File: src/rtl/ppdr_pkg.sv
// Shared types and constants for the point-to-polygon distance ring unit.
// Used by the channel interfaces, the shared multiply/divide unit and the top level.
// No dependencies.
package ppdr_pkg;

	localparam int MAX_W     = 44;   // largest squared vertex distance, integer
	localparam int MIN_W     = 60;   // smallest squared distance, with fraction bits
	localparam int RING_W    = 62;   // pi * (max - min), with fraction bits
	localparam int ACC_W     = 128;  // accumulator of the shared unit
	localparam int MPW       = 60;   // multiplier operand register
	localparam int QUO_BITS  = 60;   // quotient bits produced by a division
	localparam int CNT_W     = $clog2(QUO_BITS);
	localparam int ROUND_BIT = 59;   // half an LSB of pi * diff at Q60
	localparam int CFG_IDX_W = 1;

	// pi * 2^60, truncated
	localparam logic [RING_W-1:0] PI_Q60 = 62'h3243F6A8885A308D;

	typedef enum logic [CFG_IDX_W-1:0] {
		REG_CENTER_X = 1'b0,
		REG_CENTER_Y = 1'b1
	} cfg_reg_t;

	typedef enum logic {
		OP_MUL = 1'b0,
		OP_DIV = 1'b1
	} alu_op_t;

	typedef struct packed {
		logic    start;
		alu_op_t op;
		logic    negate;  // subtract the product instead of adding it
		logic    load;    // start from acc_init instead of the held accumulator
	} alu_cmd_t;

	typedef struct packed {
		logic busy;
		logic done;       // one-cycle pulse; the accumulator is final
	} alu_stat_t;

endpackage

File: src/rtl/ppdr_ifs.sv
// Valid/ready channel interfaces of the point-to-polygon distance ring unit:
// vertex input, result output and configuration write channel.
// Depends on ppdr_pkg.
interface ppdr_vertex_if #(parameter int COORD_BITS = 21) ();
	logic                         valid;
	logic                         ready;
	logic signed [COORD_BITS-1:0] vertex_x;
	logic signed [COORD_BITS-1:0] vertex_y;
	logic                         last_vertex;

	modport source (output valid, vertex_x, vertex_y, last_vertex, input ready);
	modport sink (input valid, vertex_x, vertex_y, last_vertex, output ready);
endinterface

interface ppdr_result_if ();
	logic                             valid;
	logic                             ready;
	logic [ppdr_pkg::MAX_W-1:0]       max_dist_sq;
	logic [ppdr_pkg::MIN_W-1:0]       min_dist_sq_fixed;
	logic [ppdr_pkg::RING_W-1:0]      ring_area_fixed;

	modport source (output valid, max_dist_sq, min_dist_sq_fixed, ring_area_fixed,
		input ready);
	modport sink (input valid, max_dist_sq, min_dist_sq_fixed, ring_area_fixed,
		output ready);
endinterface

interface ppdr_cfg_if #(parameter int COORD_BITS = 21) ();
	logic                           valid;
	logic                           ready;
	logic [ppdr_pkg::CFG_IDX_W-1:0] index;
	logic signed [COORD_BITS-1:0]   data;

	modport source (output valid, index, data, input ready);
	modport sink (input valid, index, data, output ready);
endinterface

File: src/rtl/ppdr_mac_div.sv
// Shared iterative arithmetic unit: shift-add multiply-accumulate and restoring
// division, both on one wide adder. Depends on ppdr_pkg.
module ppdr_mac_div (
	input  logic                           clk,
	input  logic                           arst_n,
	input  ppdr_pkg::alu_cmd_t             cmd,
	input  logic [ppdr_pkg::ACC_W-1:0]     mcand,
	input  logic [ppdr_pkg::MPW-1:0]       mplier,
	input  logic [ppdr_pkg::ACC_W-1:0]     acc_init,
	output ppdr_pkg::alu_stat_t            stat,
	output logic [ppdr_pkg::ACC_W-1:0]     acc
);

	localparam int AW = ppdr_pkg::ACC_W;

	logic                      busy_q;
	logic                      done_q;
	ppdr_pkg::alu_op_t         op_q;
	logic                      neg_q;
	logic [AW-1:0]             acc_q;
	logic [AW-1:0]             mcand_q;
	logic [ppdr_pkg::MPW-1:0]  mplier_q;
	logic [ppdr_pkg::CNT_W-1:0] cnt_q;

	logic [AW-1:0] add_a;
	logic [AW-1:0] add_b;
	logic          sub;
	logic [AW-1:0] sum;

	// Multiply adds or, when negated, subtracts the multiplicand; division shifts the
	// partial remainder left and trial-subtracts the divisor placed above the quotient bits.
	always_comb begin
		sub   = (op_q == ppdr_pkg::OP_DIV) || neg_q;
		add_a = (op_q == ppdr_pkg::OP_DIV) ? {acc_q[AW-2:0], 1'b0} : acc_q;
		add_b = sub ? ~mcand_q : mcand_q;
		sum   = add_a + add_b + AW'(sub);
	end

	always_ff @(posedge clk or negedge arst_n) begin
		if (!arst_n) begin
			busy_q <= 1'b0;
			done_q <= 1'b0;
			op_q   <= ppdr_pkg::OP_MUL;
			neg_q  <= 1'b0;
		end else begin
			done_q <= 1'b0;
			if (cmd.start) begin
				busy_q <= 1'b1;
				op_q   <= cmd.op;
				neg_q  <= cmd.negate;
			end else if (busy_q) begin
				case (op_q)
					ppdr_pkg::OP_MUL: begin
						if (mplier_q == '0) begin
							busy_q <= 1'b0;
							done_q <= 1'b1;
						end
					end
					ppdr_pkg::OP_DIV: begin
						if (cnt_q == '0) begin
							busy_q <= 1'b0;
							done_q <= 1'b1;
						end
					end
					default: busy_q <= 1'b0;
				endcase
			end
		end
	end

	always_ff @(posedge clk) begin
		if (cmd.start) begin
			mcand_q  <= mcand;
			mplier_q <= mplier;
			cnt_q    <= ppdr_pkg::CNT_W'(ppdr_pkg::QUO_BITS - 1);
			if (cmd.load) begin
				acc_q <= acc_init;
			end
		end else if (busy_q) begin
			case (op_q)
				ppdr_pkg::OP_MUL: begin
					if (mplier_q != '0) begin
						if (mplier_q[0]) begin
							acc_q <= sum;
						end
						mcand_q  <= {mcand_q[AW-2:0], 1'b0};
						mplier_q <= mplier_q >> 1;
					end
				end
				ppdr_pkg::OP_DIV: begin
					// keep the shifted remainder when the trial goes negative
					acc_q <= sum[AW-1] ? add_a : (sum | AW'(1));
					cnt_q <= cnt_q - ppdr_pkg::CNT_W'(1);
				end
				default: ;
			endcase
		end
	end

	assign stat.busy = busy_q;
	assign stat.done = done_q;
	assign acc       = acc_q;

endmodule

File: src/rtl/point_polygon_distance_ring_unit.sv
// Point-to-polygon distance ring unit: sequencer, polygon state and result register
// around the shared multiply/divide unit. Depends on ppdr_pkg, ppdr_ifs, ppdr_mac_div.
//
// Usage: write center_x (index 0) and center_y (index 1) on cfg while idle. Then
// stream polygon vertices on the vertex channel; last_vertex marks the final one.
// After the final vertex one transaction on result carries the largest squared
// vertex distance, the smallest squared distance to the boundary (16 fraction bits
// by default) and pi times their difference, and the polygon state clears.
// Throughput: one vertex at a time; vertex.ready is high only while idle. Every
// product runs on one shift-add unit, one multiplier bit per step up to its top
// set bit, and the division produces 60 quotient bits on the same unit.
// The last vertex also closes the polygon with an edge back to the first vertex
// and runs the 60-bit area multiply.
// The result sits in an output register; if the receiver stalls, the next polygon
// still streams in and only its final step waits for the register to drain.
// Reset clears the center, the polygon state and the output valid.
module point_polygon_distance_ring_unit #(
	parameter int COORD_BITS = 21,
	parameter int FRAC_BITS  = 16
) (
	input  logic                  clk,
	input  logic                  arst_n,
	ppdr_cfg_if.sink              cfg,
	ppdr_vertex_if.sink           vertex,
	ppdr_result_if.source         result
);

	localparam int CW    = COORD_BITS;
	localparam int RW    = CW + 1;       // coordinate relative to the center
	localparam int EW    = CW + 2;       // edge vector component
	localparam int LEN_W = 2 * CW + 3;   // squared edge length
	localparam int CRS_W = 2 * CW + 3;   // signed cross product
	localparam int AW    = ppdr_pkg::ACC_W;
	localparam int MNW   = ppdr_pkg::MIN_W;
	localparam int MXW   = ppdr_pkg::MAX_W;

	typedef enum logic [18:0] {
		S_IDLE   = 19'h00001,
		S_V_SQX  = 19'h00002,
		S_V_SQY  = 19'h00004,
		S_V_UPD  = 19'h00008,
		S_E_LX   = 19'h00010,
		S_E_LY   = 19'h00020,
		S_E_LCHK = 19'h00040,
		S_E_DX   = 19'h00080,
		S_E_DY   = 19'h00100,
		S_E_DCHK = 19'h00200,
		S_E_CX   = 19'h00400,
		S_E_CY   = 19'h00800,
		S_E_SQ   = 19'h01000,
		S_E_OVF  = 19'h02000,
		S_E_QUO  = 19'h04000,
		S_E_END  = 19'h08000,
		S_R_MUL  = 19'h10000,
		S_R_OUT  = 19'h20000,
		S_WAIT   = 19'h40000
	} state_t;

	state_t state_q;
	state_t ret_q;

	logic [CW-1:0]    center_x_q;
	logic [CW-1:0]    center_y_q;
	logic [RW-1:0]    cur_x_q;
	logic [RW-1:0]    cur_y_q;
	logic [RW-1:0]    first_x_q;
	logic [RW-1:0]    first_y_q;
	logic [RW-1:0]    prev_x_q;
	logic [RW-1:0]    prev_y_q;
	logic [RW-1:0]    a_x_q;
	logic [RW-1:0]    a_y_q;
	logic [EW-1:0]    e_x_q;
	logic [EW-1:0]    e_y_q;
	logic [LEN_W-1:0] len2_q;
	logic             last_q;
	logic             closing_q;
	logic             have_vertex_q;
	logic [MXW-1:0]   run_max_q;
	logic [MNW-1:0]   run_min_q;

	logic                          res_valid_q;
	logic [MXW-1:0]                res_max_q;
	logic [MNW-1:0]                res_min_q;
	logic [ppdr_pkg::RING_W-1:0]   res_ring_q;

	ppdr_pkg::alu_cmd_t   alu_cmd;
	ppdr_pkg::alu_stat_t  alu_stat;
	logic [AW-1:0]        alu_mcand;
	logic [ppdr_pkg::MPW-1:0] alu_mplier;
	logic [AW-1:0]        alu_init;
	logic [AW-1:0]        acc;

	logic [EW-1:0]    ma;
	logic [EW-1:0]    mb;
	logic             mneg;
	logic [EW-1:0]    mag_a;
	logic [EW-1:0]    mag_b;
	logic [CRS_W-1:0] crs;
	logic [CRS_W-1:0] crs_mag;
	logic [AW-1:0]    acc_sh;
	logic [MXW-1:0]   v_max_cand;
	logic [MNW-1:0]   v_min_cand;
	logic [AW-1:0]    max_wide;
	logic [AW-1:0]    max_sh;
	logic [MNW-1:0]   maxf;
	logic [MNW-1:0]   diff;
	logic             quo_ovf;
	logic             dot_off;
	logic             out_free;

	ppdr_mac_div u_mac_div (
		.clk      (clk),
		.arst_n   (arst_n),
		.cmd      (alu_cmd),
		.mcand    (alu_mcand),
		.mplier   (alu_mplier),
		.acc_init (alu_init),
		.stat     (alu_stat),
		.acc      (acc)
	);

	// Candidates and checks taken from the accumulator
	always_comb begin
		acc_sh     = acc << FRAC_BITS;
		v_max_cand = ((acc >> MXW) != '0) ? '1 : acc[MXW-1:0];
		v_min_cand = ((acc >> (MNW - FRAC_BITS)) != '0) ? '1 : acc_sh[MNW-1:0];
		max_wide   = AW'(run_max_q);
		max_sh     = max_wide << FRAC_BITS;
		maxf       = ((max_wide >> (MNW - FRAC_BITS)) != '0) ? '1 : max_sh[MNW-1:0];
		diff       = (maxf > run_min_q) ? (maxf - run_min_q) : '0;
		crs        = acc[CRS_W-1:0];
		crs_mag    = crs[CRS_W-1] ? CRS_W'(~crs + CRS_W'(1)) : crs;
		quo_ovf    = (acc >> ppdr_pkg::QUO_BITS) >= AW'(len2_q);
		dot_off    = acc[AW-1] || (acc > AW'(len2_q));
		out_free   = !res_valid_q || result.ready;
	end

	// Operand selection for the shared unit
	always_comb begin
		ma      = '0;
		mb      = '0;
		mneg    = 1'b0;
		alu_cmd = '{start: 1'b0, op: ppdr_pkg::OP_MUL, negate: 1'b0, load: 1'b0};
		case (state_q)
			S_V_SQX: begin
				ma = {cur_x_q[RW-1], cur_x_q};
				mb = {cur_x_q[RW-1], cur_x_q};
				alu_cmd.start = 1'b1;
				alu_cmd.load  = 1'b1;
			end
			S_V_SQY: begin
				ma = {cur_y_q[RW-1], cur_y_q};
				mb = {cur_y_q[RW-1], cur_y_q};
				alu_cmd.start = 1'b1;
			end
			S_E_LX: begin
				ma = e_x_q;
				mb = e_x_q;
				alu_cmd.start = 1'b1;
				alu_cmd.load  = 1'b1;
			end
			S_E_LY: begin
				ma = e_y_q;
				mb = e_y_q;
				alu_cmd.start = 1'b1;
			end
			S_E_DX: begin
				ma   = {a_x_q[RW-1], a_x_q};
				mb   = e_x_q;
				mneg = 1'b1;
				alu_cmd.start = 1'b1;
				alu_cmd.load  = 1'b1;
			end
			S_E_DY: begin
				ma   = {a_y_q[RW-1], a_y_q};
				mb   = e_y_q;
				mneg = 1'b1;
				alu_cmd.start = 1'b1;
			end
			S_E_CX: begin
				ma = {a_x_q[RW-1], a_x_q};
				mb = e_y_q;
				alu_cmd.start = 1'b1;
				alu_cmd.load  = 1'b1;
			end
			S_E_CY: begin
				ma   = {a_y_q[RW-1], a_y_q};
				mb   = e_x_q;
				mneg = 1'b1;
				alu_cmd.start = 1'b1;
			end
			S_E_SQ: begin
				alu_cmd.start = 1'b1;
				alu_cmd.load  = 1'b1;
			end
			S_E_OVF: begin
				alu_cmd.start = !quo_ovf;
				alu_cmd.op    = ppdr_pkg::OP_DIV;
			end
			S_R_MUL: begin
				alu_cmd.start = 1'b1;
				alu_cmd.load  = 1'b1;
			end
			default: ;
		endcase

		mag_a = ma[EW-1] ? EW'(~ma + EW'(1)) : ma;
		mag_b = mb[EW-1] ? EW'(~mb + EW'(1)) : mb;
		alu_cmd.negate = ma[EW-1] ^ mb[EW-1] ^ mneg;
		alu_mcand  = AW'(mag_a);
		alu_mplier = ppdr_pkg::MPW'(mag_b);
		alu_init   = '0;

		case (state_q)
			S_E_SQ: begin
				// dividend is cross^2 with the fraction bits below it
				alu_mcand      = AW'(crs_mag) << FRAC_BITS;
				alu_mplier     = ppdr_pkg::MPW'(crs_mag);
				alu_cmd.negate = 1'b0;
			end
			S_E_OVF: begin
				alu_mcand      = AW'(len2_q) << ppdr_pkg::QUO_BITS;
				alu_cmd.negate = 1'b0;
			end
			S_R_MUL: begin
				alu_mcand      = AW'(ppdr_pkg::PI_Q60);
				alu_mplier     = ppdr_pkg::MPW'(diff);
				alu_init       = AW'(1) << ppdr_pkg::ROUND_BIT;
				alu_cmd.negate = 1'b0;
			end
			default: ;
		endcase
	end

	// Configuration writes
	always_ff @(posedge clk or negedge arst_n) begin
		if (!arst_n) begin
			center_x_q <= '0;
			center_y_q <= '0;
		end else if (cfg.valid) begin
			case (cfg.index)
				ppdr_pkg::REG_CENTER_X: center_x_q <= cfg.data;
				ppdr_pkg::REG_CENTER_Y: center_y_q <= cfg.data;
				default: ;
			endcase
		end
	end

	// Sequencer and polygon state
	always_ff @(posedge clk or negedge arst_n) begin
		if (!arst_n) begin
			state_q       <= S_IDLE;
			ret_q         <= S_IDLE;
			cur_x_q       <= '0;
			cur_y_q       <= '0;
			first_x_q     <= '0;
			first_y_q     <= '0;
			prev_x_q      <= '0;
			prev_y_q      <= '0;
			a_x_q         <= '0;
			a_y_q         <= '0;
			e_x_q         <= '0;
			e_y_q         <= '0;
			len2_q        <= '0;
			last_q        <= 1'b0;
			closing_q     <= 1'b0;
			have_vertex_q <= 1'b0;
			run_max_q     <= '0;
			run_min_q     <= '1;
			res_valid_q   <= 1'b0;
		end else begin
			if (result.ready && !(state_q == S_R_OUT && out_free)) begin
				res_valid_q <= 1'b0;
			end
			if (alu_cmd.start) begin
				state_q <= S_WAIT;
			end
			case (state_q)
				S_IDLE: begin
					if (vertex.valid) begin
						cur_x_q <= {vertex.vertex_x[CW-1], vertex.vertex_x}
							- {center_x_q[CW-1], center_x_q};
						cur_y_q <= {vertex.vertex_y[CW-1], vertex.vertex_y}
							- {center_y_q[CW-1], center_y_q};
						last_q  <= vertex.last_vertex;
						state_q <= S_V_SQX;
					end
				end
				S_V_SQX:  ret_q <= S_V_SQY;
				S_V_SQY:  ret_q <= S_V_UPD;
				S_V_UPD: begin
					if (v_max_cand > run_max_q) begin
						run_max_q <= v_max_cand;
					end
					if (v_min_cand < run_min_q) begin
						run_min_q <= v_min_cand;
					end
					prev_x_q  <= cur_x_q;
					prev_y_q  <= cur_y_q;
					closing_q <= 1'b0;
					if (have_vertex_q) begin
						a_x_q   <= prev_x_q;
						a_y_q   <= prev_y_q;
						e_x_q   <= {cur_x_q[RW-1], cur_x_q} - {prev_x_q[RW-1], prev_x_q};
						e_y_q   <= {cur_y_q[RW-1], cur_y_q} - {prev_y_q[RW-1], prev_y_q};
						state_q <= S_E_LX;
					end else begin
						first_x_q     <= cur_x_q;
						first_y_q     <= cur_y_q;
						have_vertex_q <= 1'b1;
						state_q       <= S_E_END;
					end
				end
				S_E_LX:   ret_q <= S_E_LY;
				S_E_LY:   ret_q <= S_E_LCHK;
				S_E_LCHK: begin
					len2_q  <= acc[LEN_W-1:0];
					// drop zero-length edges
					state_q <= (acc == '0) ? S_E_END : S_E_DX;
				end
				S_E_DX:   ret_q <= S_E_DY;
				S_E_DY:   ret_q <= S_E_DCHK;
				S_E_DCHK: state_q <= dot_off ? S_E_END : S_E_CX;
				S_E_CX:   ret_q <= S_E_CY;
				S_E_CY:   ret_q <= S_E_SQ;
				S_E_SQ:   ret_q <= S_E_OVF;
				S_E_OVF: begin
					// a quotient that overflows is skipped, since it could never lower the minimum
					if (quo_ovf) begin
						state_q <= S_E_END;
					end
					ret_q <= S_E_QUO;
				end
				S_E_QUO: begin
					if (acc[MNW-1:0] < run_min_q) begin
						run_min_q <= acc[MNW-1:0];
					end
					state_q <= S_E_END;
				end
				S_E_END: begin
					if (closing_q) begin
						state_q <= S_R_MUL;
					end else if (last_q) begin
						a_x_q     <= cur_x_q;
						a_y_q     <= cur_y_q;
						e_x_q     <= {first_x_q[RW-1], first_x_q} - {cur_x_q[RW-1], cur_x_q};
						e_y_q     <= {first_y_q[RW-1], first_y_q} - {cur_y_q[RW-1], cur_y_q};
						closing_q <= 1'b1;
						state_q   <= S_E_LX;
					end else begin
						state_q <= S_IDLE;
					end
				end
				S_R_MUL:  ret_q <= S_R_OUT;
				S_R_OUT: begin
					if (out_free) begin
						res_valid_q   <= 1'b1;
						first_x_q     <= '0;
						first_y_q     <= '0;
						prev_x_q      <= '0;
						prev_y_q      <= '0;
						have_vertex_q <= 1'b0;
						closing_q     <= 1'b0;
						run_max_q     <= '0;
						run_min_q     <= '1;
						state_q       <= S_IDLE;
					end
				end
				S_WAIT: begin
					if (alu_stat.done) begin
						state_q <= ret_q;
					end
				end
				default: state_q <= S_IDLE;
			endcase
		end
	end

	// Result register
	always_ff @(posedge clk) begin
		if (state_q == S_R_OUT && out_free) begin
			res_max_q  <= run_max_q;
			res_min_q  <= run_min_q;
			res_ring_q <= acc[ppdr_pkg::QUO_BITS +: ppdr_pkg::RING_W];
		end
	end

	assign cfg.ready                = 1'b1;
	assign vertex.ready             = (state_q == S_IDLE);
	assign result.valid             = res_valid_q;
	assign result.max_dist_sq       = res_max_q;
	assign result.min_dist_sq_fixed = res_min_q;
	assign result.ring_area_fixed   = res_ring_q;

	a_ready_alu_idle: assert property (@(posedge clk) disable iff (!arst_n)
		vertex.ready |-> !alu_stat.busy)
		else $error("vertex accepted while the shared unit is busy");

	a_done_in_wait: assert property (@(posedge clk) disable iff (!arst_n)
		alu_stat.done |-> (state_q == S_WAIT))
		else $error("shared unit finished while the sequencer was not waiting");

	a_emit_clears: assert property (@(posedge clk) disable iff (!arst_n)
		(state_q == S_R_OUT && out_free) |=>
			(res_valid_q && run_max_q == '0 && !have_vertex_q))
		else $error("result emitted without clearing the polygon state");

	a_idle_clean: assert property (@(posedge clk) disable iff (!arst_n)
		(state_q == S_IDLE && !have_vertex_q) |-> (run_max_q == '0 && run_min_q == '1))
		else $error("running extremes not cleared between polygons");

endmodule
File: src/flat_wrapper.sv
// flat-port wrapper written by rule: the top's interface ports become plain ports
module point_polygon_distance_ring_unit_flat 
#(
	parameter int COORD_BITS = 21,
	parameter int FRAC_BITS  = 16
)
  (clk, arst_n, cfg_valid, cfg_index, cfg_data, cfg_ready, vertex_valid, vertex_vertex_x, vertex_vertex_y, vertex_last_vertex, vertex_ready, result_valid, result_max_dist_sq, result_min_dist_sq_fixed, result_ring_area_fixed, result_ready);
  ppdr_cfg_if #(.COORD_BITS(COORD_BITS)) cfg_i ();
  ppdr_vertex_if #(.COORD_BITS(COORD_BITS)) vertex_i ();
  ppdr_result_if result_i ();
  input  logic clk;
  input  logic arst_n;
  input wire logic [$bits(cfg_i.valid)-1:0] cfg_valid;
  input wire logic [$bits(cfg_i.index)-1:0] cfg_index;
  input wire logic [$bits(cfg_i.data)-1:0] cfg_data;
  output wire logic [$bits(cfg_i.ready)-1:0] cfg_ready;
  input wire logic [$bits(vertex_i.valid)-1:0] vertex_valid;
  input wire logic [$bits(vertex_i.vertex_x)-1:0] vertex_vertex_x;
  input wire logic [$bits(vertex_i.vertex_y)-1:0] vertex_vertex_y;
  input wire logic [$bits(vertex_i.last_vertex)-1:0] vertex_last_vertex;
  output wire logic [$bits(vertex_i.ready)-1:0] vertex_ready;
  output wire logic [$bits(result_i.valid)-1:0] result_valid;
  output wire logic [$bits(result_i.max_dist_sq)-1:0] result_max_dist_sq;
  output wire logic [$bits(result_i.min_dist_sq_fixed)-1:0] result_min_dist_sq_fixed;
  output wire logic [$bits(result_i.ring_area_fixed)-1:0] result_ring_area_fixed;
  input wire logic [$bits(result_i.ready)-1:0] result_ready;
  assign cfg_i.valid = cfg_valid;
  assign cfg_i.index = cfg_index;
  assign cfg_i.data = cfg_data;
  assign cfg_ready = cfg_i.ready;
  assign vertex_i.valid = vertex_valid;
  assign vertex_i.vertex_x = vertex_vertex_x;
  assign vertex_i.vertex_y = vertex_vertex_y;
  assign vertex_i.last_vertex = vertex_last_vertex;
  assign vertex_ready = vertex_i.ready;
  assign result_valid = result_i.valid;
  assign result_max_dist_sq = result_i.max_dist_sq;
  assign result_min_dist_sq_fixed = result_i.min_dist_sq_fixed;
  assign result_ring_area_fixed = result_i.ring_area_fixed;
  assign result_i.ready = result_ready;
  point_polygon_distance_ring_unit #(.COORD_BITS(COORD_BITS), .FRAC_BITS(FRAC_BITS)) u_core (.clk(clk), .arst_n(arst_n), .cfg(cfg_i), .vertex(vertex_i), .result(result_i));
endmodule
File: config.mk
export PLATFORM = sky130hd
export DESIGN_NAME = point_polygon_distance_ring_unit_flat
export DESIGN_NICKNAME = d
export VERILOG_FILES = /design/src/rtl/ppdr_pkg.sv /design/src/rtl/ppdr_ifs.sv /design/src/rtl/ppdr_mac_div.sv /design/src/rtl/point_polygon_distance_ring_unit.sv /design/src/flat_wrapper.sv
export SDC_FILE = /design/constraint.sdc
export NUM_CORES = 2
export LEC_CHECK = 0
export ABC_CLOCK_PERIOD_IN_PS = 13810
export BUFFER_PORTS_ARGS = -buffer_cell sky130_fd_sc_hd__buf_2
export CAP_MARGIN = 20
export CELL_PAD_IN_SITES_DETAIL_PLACEMENT = 2
export CELL_PAD_IN_SITES_GLOBAL_PLACEMENT = 2
export CORE_ASPECT_RATIO = 1.4
export CORE_MARGIN = 2
export CORE_UTILIZATION = 31
export CTS_BUF_LIST = sky130_fd_sc_hd__clkbuf_16
export DETAILED_ROUTE_END_ITERATION = 8
export GPL_TIMING_DRIVEN = 0
export PLACE_DENSITY = 0.7
export SETUP_SLACK_MARGIN = 0.15
export SYNTH_ARGS = -nofsm -noshare
export SYNTH_HDL_FRONTEND = slang
export SYNTH_HIERARCHICAL = 1
export SYNTH_SLANG_ARGS = --single-unit
export TNS_END_PERCENT = 30
File: constraint.sdc
create_clock -name clk -period 13.81 [get_ports clk]
set_input_delay 2.762 -clock clk [delete_from_list [all_inputs] [get_ports clk]]
set_output_delay 2.762 -clock clk [all_outputs]
set_load 0.005 [all_outputs]
---- Word level (Yosys, flattened, before mapping) ----
Index checks and enable logic that the tools add are counted.
Widths: inputs -> output; s select.
operators by class
  reductions and logical operators ........ 40
  mux-type cells .......................... 93
  add/subtract/negate cells ............... 13
  equal/unequal tests ..................... 31
  bitwise gates (word level) .............. 8
  order comparisons ....................... 6
operator list
  operator             number
  $mux 128             12
  $mux 60              10
  $pmux 105 s3         1
  $pmux 22 s2          6
  $pmux 128 s2         1
  $pmux 19 s11         1
  $mux 22              9
  $pmux 19 s10         1
  $mux 23              8
  $pmux 60 s3          1
  $pmux 23 s6          1
  $mux 44              3
  $add 128x1->128      1
  $add 128x128->128    1
  $gt 128x45->1        1
  $logic_not 128->1    1
  $not 128->128        1
  $reduce_bool 128->1  1
  $lt 60x60->1         2
  $pmux 60 s2          1
  $mux 19              6
  $pmux 23 s2          2
  $pmux 23 s4          1
  $sub 22x22->23       4
  57 further kinds     115
word-level totals
  register bits ........................... 947

---- Depth between registers and ports, before layout ----
  depth after elaboration ................. 9
  depth in mapped cells ................... 26
  gate-level depth less buffers ........... 19

---- Modules after synthesis ----
Netlist, hierarchy kept.
by module, submodules not included
  module                            times used  cells each  sequential area each (um^2)  area an instance (um^2)
  point_polygon_distance_ring_unit  1           4,760       16,273.1                     42,011.5
  ppdr_mac_div                      1           2,909       9,709.3                      28,274.6

---- Least setup slack after synthesis ----
No wires, ideal clock.
  path type ............................... reg-to-reg
  from .................................... register u_core.state_q[0]
  to ...................................... register u_core.u_mac_div.acc_q[0] (netlist: u_core/u_mac_div/acc[0]) (enable)
  setup slack ............................. 1,423 ps
  cell stages (with the launch flop) ...... 13
  period minus slack after synthesis ...... 12,387 ps
  arrival time ............................ 11,595 ps
  data required time ...................... 13,018 ps
  library setup time ...................... 792 ps
  cell sequence ........................... dfstp_2 > or4_1 > nor2_1 > and3_4 > a32o_1 > buf_2 > buf_2 > or4_1 > nor2_1 > o21ai_0 > clkbuf_1 > clkbuf_1 > o21ai_0
RTL lines
  what                      RTL line                                 text
  start: declaration        point_polygon_distance_ring_unit.sv:59   state_t state_q;
  start signal: assignment  point_polygon_distance_ring_unit.sv:319  state_q <= (acc == '0) ? S_E_END : S_E_DX;
  start signal: assignment  point_polygon_distance_ring_unit.sv:323  S_E_DCHK: state_q <= dot_off ? S_E_END : S_E_CX;
  start signal: assignment  point_polygon_distance_ring_unit.sv:371  state_q <= ret_q;
  end signal: assignment    ppdr_mac_div.sv:77                       acc_q <= acc_init;
  end signal: assignment    ppdr_mac_div.sv:84                       acc_q <= sum;
  end signal: assignment    ppdr_mac_div.sv:92                       acc_q <= sum[AW-1] ? add_a : (sum | AW'(1));
  end: declaration          ppdr_mac_div.sv:20                       logic [AW-1:0] acc_q;

---- Worst setup path after layout ----
  from .................................... register u_core.u_mac_div.op_q
  to ...................................... register u_core.u_mac_div.acc_q[122] (netlist: u_core/u_mac_div/acc[122]), data pin
on the way
  cells in the longest elaborated chain, start to end .. 9
  elaborated cells on any way between the ends .. 12
  those cells by class .................... 2 x add/sub; 8 x mux; 1 x bitwise; 1 x reduce/logical
ends and longest elaborated chain
  what                      RTL line            text
  start: declaration        ppdr_mac_div.sv:18  ppdr_pkg::alu_op_t op_q;
  start signal: assignment  ppdr_mac_div.sv:43  op_q <= ppdr_pkg::OP_MUL;
  start signal: assignment  ppdr_mac_div.sv:49  op_q <= cmd.op;
  $logic_or 1x1->1          ppdr_mac_div.sv:33  sub = (op_q == ppdr_pkg::OP_DIV) || neg_q;
  $mux 128                  ppdr_mac_div.sv:35  add_b = sub ? ~mcand_q : mcand_q;
  $add 128x128->128         ppdr_mac_div.sv:36  sum = add_a + add_b + AW'(sub);
  $add 128x1->128           ppdr_mac_div.sv:36
  $mux 128                  ppdr_mac_div.sv:83  if (mplier_q[0]) begin
  $mux 128                  ppdr_mac_div.sv:82  if (mplier_q != '0) begin
  $pmux 128 s2 (*)          ppdr_mac_div.sv:80  case (op_q)
  $mux 128 (*)              ppdr_mac_div.sv:79  end else if (busy_q) begin
  $mux 128 (*)              ppdr_mac_div.sv:72  if (cmd.start) begin
Mark *: on every way between the ends. The rest lies on a longest branch, timed or not. The select of a mux whose other input is x is not followed.
A chain may end at the register's enable or synchronous reset.

==> results by group <==
Placed design
  – DP HPWL: 285.8 mm
  – Gpl congestion: 0.9828
  – Worst slack, placed: 2.661 ns
  – PortBufs: 237

Floorplanning
  – Initial Util: 0.3120
  – Die footprint: 230600 um^2
  – Die Height: 567.4 um
  – Core ar.: 225300 um^2
  – Die extent in x: 406.4 um
  – Num ports: 239
  – Cell row count: 206

Timing
  – Final Max Tran Viols: 0
  – Fin crit share: 0.8122
  – Final hold vios: 0
  – Setup violators final: 0
  – PnR worst setup slack: 2.593 ns
  – Tightest Pin Transition: 1.324 ns
  – Setup Skew: 0.04912 ns
  – Min cycle time layout: 11.22 ns
  – Unrepaired setup endpoints after global routing: false
  – Fmax: 89.15 MHz
  – Worst slew margin: 0.1175

Pwr
  – Static Leak: 34.07 nW
  – Total power: 21.76 mW
  – Pwr per Cell Area: 270.3 nW/um^2
  – Peak supply drop: 0.1232 mV

Setup path
  – RR Startpoint: u_core/u_mac_div/op_q$_DFFE_PN0P_
  – CP Class: flip-flop to flip-flop
  – Required @ worst endpoint: 14.40 ns
  – Crit Path Max Fanout: 10
  – Crit. End Element: flip-flop
  – Element type at the critical path start: flip-flop
  – R2R depth: 24
  – R2r endpoint: u_core/u_mac_div/acc[122]$_DFFE_PP_
  – R2r setup slk: 2.59 ns
  – CP arrival: 11.80 ns

Detailed routing
  – Via count: 64900
  – Drt drc: 0
  – Post-route ant nets: 0
  – DR iter-0 viols: 3600
  – Drt pass-1 iters: 8
  – Routed len/inst: 31.12 um
  – Post-Route WL: 352.7 mm
  – Vias per inst: 5.726

Global routing
  – Initial antenna violation count: 10
  – First-pass GRT wire length: 503.3 mm
  – Largest net degree at the start of global routing: 104
  – Global route total overflow: 0
  – Total global-route track usage: 0.2993
  – Vias in the first global route: 70790

Clock network
  – Clk Latency, worst-skew pair: 0.79 ns
  – Clk buf depth: 3
  – PostCTS Resize Cnt: 0
  – CTS tree: built
  – Clock-pin slew on the worst setup and hold paths: 0.07 ns
  – Num CTS Buffers: 109
  – CTS Hold Bufs: 0
  – H-tree levels: 3
  – Clock sinks: 940
  – Post-CTS setup buffers: 0
  – CTS root buf: clkbuf_16

Synth
  – Post-Syn Area: 70280 um^2
  – Syn Inst Count: 7668
  – Syn_area_per_cell: 9.165 um^2
  – Ys Warns: 6

Layout
  – Multi-input logic area: 41520 um^2
  – Filler cells: 25280
  – Commonest non-fill, non-tap cell in the layout: nand2_1
  – Layout cell share with drive strength beyond 1: 0.1222
  – Register area: 25980 um^2
  – Commonest cells after routing, fill and taps aside: 643 x nand2_1, 639 x nor2_1, 601 x a21oi_1
  – Synthesis-to-finish area growth: 14.55%
  – Final #Nets: 8843

Worst hold path
  – HP Class: flip-flop to flip-flop
  – Hold Crit Endpoint: u_core/ret_q[3]$_DFFE_PN0P_
  – HP Start: u_core/ret_q[3]$_DFFE_PN0P_
  – Hold Crit Depth: 1

Status
  – Status: complete, no violations

Flow run
  – Max-cap violations: 0
-- flip-flops by register name, summed over array words and instances, names as in the netlist, 23 cells and up --
signal                           flops
u_core/e_x_q                        23
u_core/e_y_q                        23
u_core/len2_q                       45
u_core/result.max_dist_sq           44
u_core/result.min_dist_sq_fixed     60
u_core/result.ring_area_fixed       62
u_core/run_max_q                    44
u_core/run_min_q                    60
u_core/u_mac_div/acc               128
u_core/u_mac_div/mcand_q           128
u_core/u_mac_div/mplier_q           60
-- through the flow --
stage | util | std cells | hold slack (ns) | instance area, um^2 | TNS, ns
2_1_floorplan | - | 7817 | 0.4377 | 70840 | 0
3_3_place_gp | 0.3365 | 11070 | 0.4541 | 75800 | -1214.16
3_5_place_dp | 0.3405 | 11110 | 0.4620 | 76700 | 0
4_1_cts | 0.3571 | 11320 | 0.4778 | 80440 | 0
5_1_grt | 0.3573 | 11330 | 0.5011 | 80490 | 0
6_report | 0.3574 | 11330 | 0.4744 | 80510 | 0
-- report_power, final --
part	switching [mW]	internal [mW]
clock network	1.38	1.75
registers	1.53	4.15
logic	7.97	4.98
-- how the worst max path moves through the flow --
stage	startpoint	to
2_1_floorplan	u_core/state_q[0]$_DFF_PN1_	u_core/u_mac_div/acc[0]$_DFFE_PP_
3_3_place_gp	u_core/u_mac_div/op_q$_DFFE_PN0P_	u_core/u_mac_div/acc[41]$_DFFE_PP_
6_report	u_core/u_mac_div/op_q$_DFFE_PN0P_	u_core/u_mac_div/acc[122]$_DFFE_PP_
4_1_cts	u_core/u_mac_div/op_q$_DFFE_PN0P_	u_core/u_mac_div/acc[122]$_DFFE_PP_
3_5_place_dp	u_core/u_mac_div/op_q$_DFFE_PN0P_	u_core/u_mac_div/acc[74]$_DFFE_PP_
5_1_grt	u_core/u_mac_div/op_q$_DFFE_PN0P_	u_core/u_mac_div/acc[74]$_DFFE_PP_
-- worst max-delay path: stages (launching register included) --
cell and delay, ns:
dfrtp_1 0.39, buf_2 0.28, clkbuf_1 0.60, buf_2 0.45, buf_2 0.51, buf_1 0.89
clkbuf_1 0.93, clkbuf_1 1.03, o21ai_0 0.33, ha_1 0.37, clkbuf_1 0.36, nand2_1 0.12
nor2_1 0.17, nand2_1 0.18, nor4_1 0.39, nand2_1 0.41, nor2_1 0.91, or4_1 0.35
nor4_2 0.13, nor4_4 0.90, or2_1 0.19, buf_2 0.28, buf_2 0.43, nand2_1 0.11
o221ai_1 0.19
-- area by class of cell --
| cell class | count | area share |
|---|---|---|
| antenna | 13 | 0.0004041 |
| buffer | 380 | 0.02019 |
| clock buffer | 116 | 0.03606 |
| clock inverter | 89 | 0.01038 |
| inverter | 472 | 0.02210 |
| multi-input combinational | 6025 | 0.5157 |
| sequential | 940 | 0.3227 |
| tap | 3016 | 0.04687 |
| timing repair buffer | 283 | 0.02552 |
-- layer usage --
layer	routed length [um]	GRT usage	up-vias
met5	55	0	-
met4	29180	0.2143	4
met3	13770	0.03894	726
met2	177800	0.5335	1670
met1	131800	0.3237	33630
li1	-	-	28880
Power figures use the tool's default switching activity.
